==> src/hw/rtl/sacl_pkg.sv <==
// Shared types and constants for the set-associative cache LRU directory.
`default_nettype none

package sacl_pkg;

    localparam int ADDR_W      = 32;
    localparam int SETS        = 64;
    localparam int WAYS        = 4;
    localparam int BLOCK_BYTES = 32;

    localparam int OFS_W      = $clog2(BLOCK_BYTES);
    localparam int SET_W      = $clog2(SETS);
    localparam int TAG_W      = ADDR_W - OFS_W - SET_W;
    localparam int WAY_W      = (WAYS > 1) ? $clog2(WAYS) : 1;
    localparam int AGE_W      = 8;
    localparam int CNT_W      = 8;
    localparam int STATUS_W   = 3;
    localparam int WAY_USED_W = 2;

    localparam logic [CNT_W-1:0] MISS_PENALTY_RST = CNT_W'(50);
    localparam logic [AGE_W-1:0] AGE_MAX          = '1;

    typedef logic [ADDR_W-1:0] t_addr;
    typedef logic [SET_W-1:0]  t_set;
    typedef logic [TAG_W-1:0]  t_tag;
    typedef logic [WAY_W-1:0]  t_way;
    typedef logic [AGE_W-1:0]  t_age;
    typedef logic [CNT_W-1:0]  t_cnt;

    typedef enum logic [STATUS_W-1:0] {
        ST_STALL  = 3'd0,
        ST_BUBBLE = 3'd1,
        ST_HIT    = 3'd2,
        ST_FILL   = 3'd3,
        ST_EVICT  = 3'd4
    } t_status;

    // One directory row: tag and age of every way of a set.
    typedef struct packed {
        logic [WAYS-1:0][TAG_W-1:0] tag;
        logic [WAYS-1:0][AGE_W-1:0] age;
    } t_dir_row;

    typedef struct packed {
        t_status  status;
        t_way     way;
        logic     dir_we;
        logic     fill;
        t_dir_row dir_row;
        t_cnt     stall_next;
        logic     bubble_next;
    } t_lookup;

endpackage

`default_nettype wire

==> src/hw/rtl/sacl_lookup.sv <==
// Set lookup: hit search, fill or victim choice, age update and stall sequencing.
`default_nettype none

module sacl_lookup (
    input  sacl_pkg::t_tag     i_tag,
    input  sacl_pkg::t_dir_row i_row,
    input  wire [sacl_pkg::WAYS-1:0] i_valid,
    input  sacl_pkg::t_cnt     i_stall,
    input  wire                i_bubble,
    input  sacl_pkg::t_cnt     i_miss_penalty,
    output sacl_pkg::t_lookup  o_res
);
    import sacl_pkg::*;

    always_comb begin
        logic                   hit_found;
        logic                   free_found;
        t_way                   hit_way;
        t_way                   free_way;
        t_way                   sel_way;
        t_way                   fin_way;
        t_way                   victim;
        t_age                   best_age;
        t_status                st;
        logic [WAYS-1:0][AGE_W-1:0] eff_age;
        logic [WAYS-1:0][AGE_W-1:0] aged;

        hit_found  = 1'b0;
        free_found = 1'b0;
        hit_way    = '0;
        free_way   = '0;
        for (int i = 0; i < WAYS; i++) begin
            if (i_valid[i]) begin
                if (!hit_found && (i_row.tag[i] == i_tag)) begin
                    hit_found = 1'b1;
                    hit_way   = t_way'(i);
                end
            end else if (!free_found) begin
                free_found = 1'b1;
                free_way   = t_way'(i);
            end
        end

        if (hit_found) begin
            st = ST_HIT;
        end else if (free_found) begin
            st = ST_FILL;
        end else begin
            st = ST_EVICT;
        end
        sel_way = hit_found ? hit_way : free_way;

        // Ways never filled still hold their reset age.
        for (int i = 0; i < WAYS; i++) begin
            eff_age[i] = i_valid[i] ? i_row.age[i] : AGE_W'(i);
            if (i_valid[i] && ((st == ST_EVICT) || (t_way'(i) != sel_way))
                && (eff_age[i] != AGE_MAX)) begin
                aged[i] = eff_age[i] + AGE_W'(1);
            end else begin
                aged[i] = eff_age[i];
            end
        end

        // Lowest way among the oldest.
        victim   = '0;
        best_age = aged[0];
        for (int i = 1; i < WAYS; i++) begin
            if (aged[i] > best_age) begin
                best_age = aged[i];
                victim   = t_way'(i);
            end
        end
        fin_way = (st == ST_EVICT) ? victim : sel_way;

        o_res = '0;
        for (int i = 0; i < WAYS; i++) begin
            o_res.dir_row.age[i] = (t_way'(i) == fin_way) ? '0 : aged[i];
            o_res.dir_row.tag[i] = ((t_way'(i) == fin_way) && !hit_found) ? i_tag
                                                                           : i_row.tag[i];
        end

        if (i_stall != '0) begin
            o_res.status      = ST_STALL;
            o_res.way         = '0;
            o_res.dir_we      = 1'b0;
            o_res.fill        = 1'b0;
            o_res.stall_next  = i_stall - CNT_W'(1);
            o_res.bubble_next = i_bubble;
        end else if (i_bubble) begin
            o_res.status      = ST_BUBBLE;
            o_res.way         = '0;
            o_res.dir_we      = 1'b0;
            o_res.fill        = 1'b0;
            o_res.stall_next  = '0;
            o_res.bubble_next = 1'b0;
        end else begin
            o_res.status      = st;
            o_res.way         = fin_way;
            o_res.dir_we      = 1'b1;
            o_res.fill        = !hit_found;
            o_res.stall_next  = hit_found ? '0 : i_miss_penalty;
            o_res.bubble_next = !hit_found;
        end
    end

endmodule

`default_nettype wire

==> config.mk <==
export PLATFORM = sky130hd
export DESIGN_NAME = sacl_lookup
export DESIGN_NICKNAME = d
export VERILOG_FILES = /design/src/hw/rtl/sacl_pkg.sv /design/src/hw/rtl/sacl_lookup.sv
export SDC_FILE = /design/constraint.sdc
export NUM_CORES = 1
export LEC_CHECK = 0
export BUFFER_PORTS_ARGS = -buffer_cell sky130_fd_sc_hd__clkbuf_2
export CORE_MARGIN = 5
export CORE_UTILIZATION = 42
export DETAILED_ROUTE_END_ITERATION = 10
export GPL_TIMING_DRIVEN = 0
export PLACE_DENSITY_LB_ADDON = 0.08
export SYNTH_ARGS = -nofsm -noshare
export SYNTH_HDL_FRONTEND = slang
export SYNTH_SLANG_ARGS = --single-unit
==> constraint.sdc <==
create_clock -name vclk -period 12.07
set_clock_uncertainty 0.2 [all_clocks]
set_input_delay 2.414 -clock vclk [all_inputs]
set_output_delay 2.414 -clock vclk [all_outputs]
set_load 0.005 [all_outputs]
# After elaboration in Yosys (flattened, before gate mapping)
# Cells that the tools add are included.
# classes
add_sub_neg	5
order_cmp	3
eq_ne	15
mux	54
reduce_logical	26
# ops
cell	count
two-way mux 8 bit	15
== test 21 bit	4
two-way mux 21 bit	4
adder 8 x 1 -> 8 bit (second input constant)	4
inequality test 8 bit (second input constant)	4
greater-than comparator 8 bit	3
two-way mux 2 bit	12
two-way mux 9 bit	2
two-way mux 1 bit	17
logical AND 1 bit	15
two-way mux 7 bit	2
nonzero test 8 bit	1
subtractor 8 x 1 -> 8 bit (second input constant)	1
two-way mux 3 bit	2
== test 2 bit (first input constant)	2
logical NOT 1 bit	4
logical OR 1 bit	4
inequality test 2 bit (first input constant)	2
== test 3 bit (second input constant)	1
== test 1 x 2 -> 1 bit (first input constant)	1
logical NOT 2 bit	1
inequality test 1 x 2 -> 1 bit (first input constant)	1
nonzero test 2 bit	1
# totals
register_bits	0
input_bits	158
out_inout_bits	132
elab_cells	103

# Depth between registers and ports, before layout
# depth
ltp_word	31
mapped_depth	37

# Worst setup path before layout
# No wires, ideal clock.
# synth_path
path_kind	in2out
start	input port i_tag[2]
end	output port o_res[100] in the netlist's numbering
arrival_ps	9312
setup_slack_ps	144
stages	31
path_buffers	3
path_cell_list	buf_6 xnor2_1 nand2_1 or4b_1 a211oi_2 nor3_1 xor2_1 inv_1 ha_1 a21o_1 a21oi_1 o21ai_0 o21ai_1 clkinv_1 o22a_1 ha_1 nand3_1 nor3_1 o21bai_1 clkbuf_1 mux2_2 ha_1 and3_1 o21ai_0 a31oi_1 o22ai_1 o21ai_0 a311o_4 nor2_4 buf_6 mux2_1
# synth_lines
item	line	rtl
from (decl)	sacl_lookup.sv:5	input sacl_pkg::t_tag i_tag,
to (decl)	sacl_lookup.sv:11	output sacl_pkg::t_lookup o_res

==> results.md <==
- Status: finished, final reports clean
- Initial Util: 0.425
- Critical path capture point type: output port
- Final wirelength: 21100 um
- Worst setup SP type: input pin
- Num rows: 39
- Critical Path RT: ~9.5 ns
- Critical path's largest stage delay: 0.45 ns
- Hpwl dp: around 17000 um
- GR Overflow Total: 0
- PD cells: 51.8 nW/um2
- Met2 Wirelength: 10000 um
- First-pass GRT wire length: 30100 um
- Slowest CP cell: a211oi_4
- Core area: 11300 um2
- Tightest Pin Transition: 0.771 ns
- Crit Path Max Fanout: 8
- Final setup viols: 0
- Fin area: approximately 7100 um2
- Nets: ~1100
- Die width: 117 um
- Mapped Nets: 813
- Die outline area: 13600 um2
- Most frequent cells in the layout: clkbuf_2, nand2_1, xor2_1
- Largest net degree at the start of global routing: 11
- Final worst path period share: 0.987
- Total Power: between 300 and 400 uW
- N_diodes: 0
- FFs & Latches: 0
- HP Class: in2out
- DRC Markers: 0
- Most common cell after layout, fill and taps aside: clkbuf_2
- Sequential fraction of the synthesis area: 0
- Synthesis-to-layout area growth: 48.2%
- Vias per cell: 5.64
- Top Ports: 290
- Initial antenna violation count: 0
- Met3 WL post-DR: 1810 um
- Register Area: 0 um2
- Placer Congestion: slightly above 0.9
- DIE HEIGHT: roughly 120 um
- # clk buffers: 0
- Met1 WL: slightly below 9000 um
- Synth Warn #: 0
- Final Max Tran Viols: 0
- Vias in the first global route: around 5700
- Non-filler cells, final: 1073
- DRT iter0 DRCs: about 250
- Final Hold Vio Count: 0
- Final min period: roughly 12 ns
- Lkg Pwr: 0.00352 uW
- Mapped cell area: approximately 4800 um2
- Total Routing Usage GR: 0.277
- Fin Hold WS: 4.91 ns
- Post-route ant nets: 0
- Yosys cell types: 61
- Critical Path AT: ~9.3 ns
- Vias: 6047
- Placed Cells: between 1000 and 1500
- Layout cell share with drive strength beyond 1: 0.509
- CTS Hold Bufs: 0
- Max cap viols: 0
- VDD IR max: 0.0274 mV
- First-pass iteration count of the detailed router: 5
- WL/cell: 19.7 um
- CP dominant cell by count: buf_4
- Setup TNS Final: 0 ns
- Post-Synthesis Cells: around 630
- DP Area: 6310 um2
- F_max: 84.0 MHz
- Slew headroom: 0.485
- Type of the worst setup path: in2out
- Mean post-synth cell area: 7.66 um2
- Top Layer Used: met4
- Number of port buffers: 269
- Worst hold stages: 4
## cell type report
cell class	count	area (um2)
multi-input cells	561	4780
fillers	1033	4180
repair buffers	306	1700
inverters	24	95.1
well taps	143	179
plain buffers	39	347
## power by group
group | internal (uW) | total (uW) | leakage, uW | switching, uW
combinational | 182 | 368 | 0.00352 | 185
sequential | 0 | 0 | 0 | 0
clock | 0 | 0 | 0 | 0
total | 182 | 368 | 0.00352 | 185
## worst max-delay path: cells and delay by family
family                   cells  cell delay, ns
adder cells (fa/ha/maj)      3            0.87
buffers and inverters       10            1.44
multiplexers                 3            0.93
XOR/XNOR                     2            0.36
AO/OA/AOI/OAI                9            1.60
AND/OR/NAND/NOR             10            1.67
## stage by stage
step / util / setup slack, ns
final: 0.629 / 0.161
after detailed placement: 0.560 / -1.84
after global placement: 0.560 / -1.69
after floorplan: - / 0.144
after CTS: 0.573 / 0.00945
after global routing: 0.629 / -0.135
## final timing paths
kind / start / endpoint / slack (ns)
worst max-delay path: i_tag[14] / o_res[57] / 0.16
worst min-delay path: i_miss_penalty[3] / o_res[4] / 4.91
## metal layers
metal / track usage / vias to the layer above
met5: 0 / -
met4: 0.0382 / 0
met3: 0.0352 / 28
met2: 0.485 / 304
met1: 0.372 / 2843
li1: - / 2872
## what timing repair did
action	CTS	global route
gates resized for setup	20	91
endpoints found under the setup margin	118	118
cloned	0	6
pin swaps	7	26
buffers inserted	11	21
endpoints found under the hold margin	0	0
## logic make-up (layout without fill, tap and decap cells)
family / after synthesis / in the layout / synth area share
muxes: 102 / 102 / 0.268
adders and majority gates: 30 / 30 / 0.0784
xor gates and xnor gates: 101 / 101 / 0.185
and+or+nand+nor: 241 / 241 / 0.265
AOI/OAI and AO/OA: 87 / 87 / 0.126
buffers and inverters: 64 / 369 / 0.0784
## synth_stat cells, types with 5 or more instances
master / instances / area share
nand2_1: 59 / 0.046
mux2_2: 28 / 0.066
a21o_1: 9 / 0.014
and3_1: 12 / 0.016
ha_1: 30 / 0.078
a211oi_1: 6 / 0.0094
a21oi_1: 22 / 0.023
o21ai_0: 13 / 0.014
nand4_1: 24 / 0.031
nor2_1: 38 / 0.030
nor4_1: 20 / 0.026
a31oi_1: 8 / 0.010
nand3_1: 22 / 0.023
and2_1: 13 / 0.017
mux2_4: 40 / 0.13
mux2_1: 20 / 0.047
nor2b_1: 14 / 0.018
nor3_1: 14 / 0.015
inv_1: 23 / 0.018
o21a_1: 5 / 0.0078
xor2_1: 49 / 0.090
xnor2_1: 52 / 0.095
mux2i_1: 14 / 0.029
buf_6: 15 / 0.035
clkbuf_1: 15 / 0.012
buf_2: 5 / 0.0052
No activity file was read; power rests on OpenSTA's default activity.
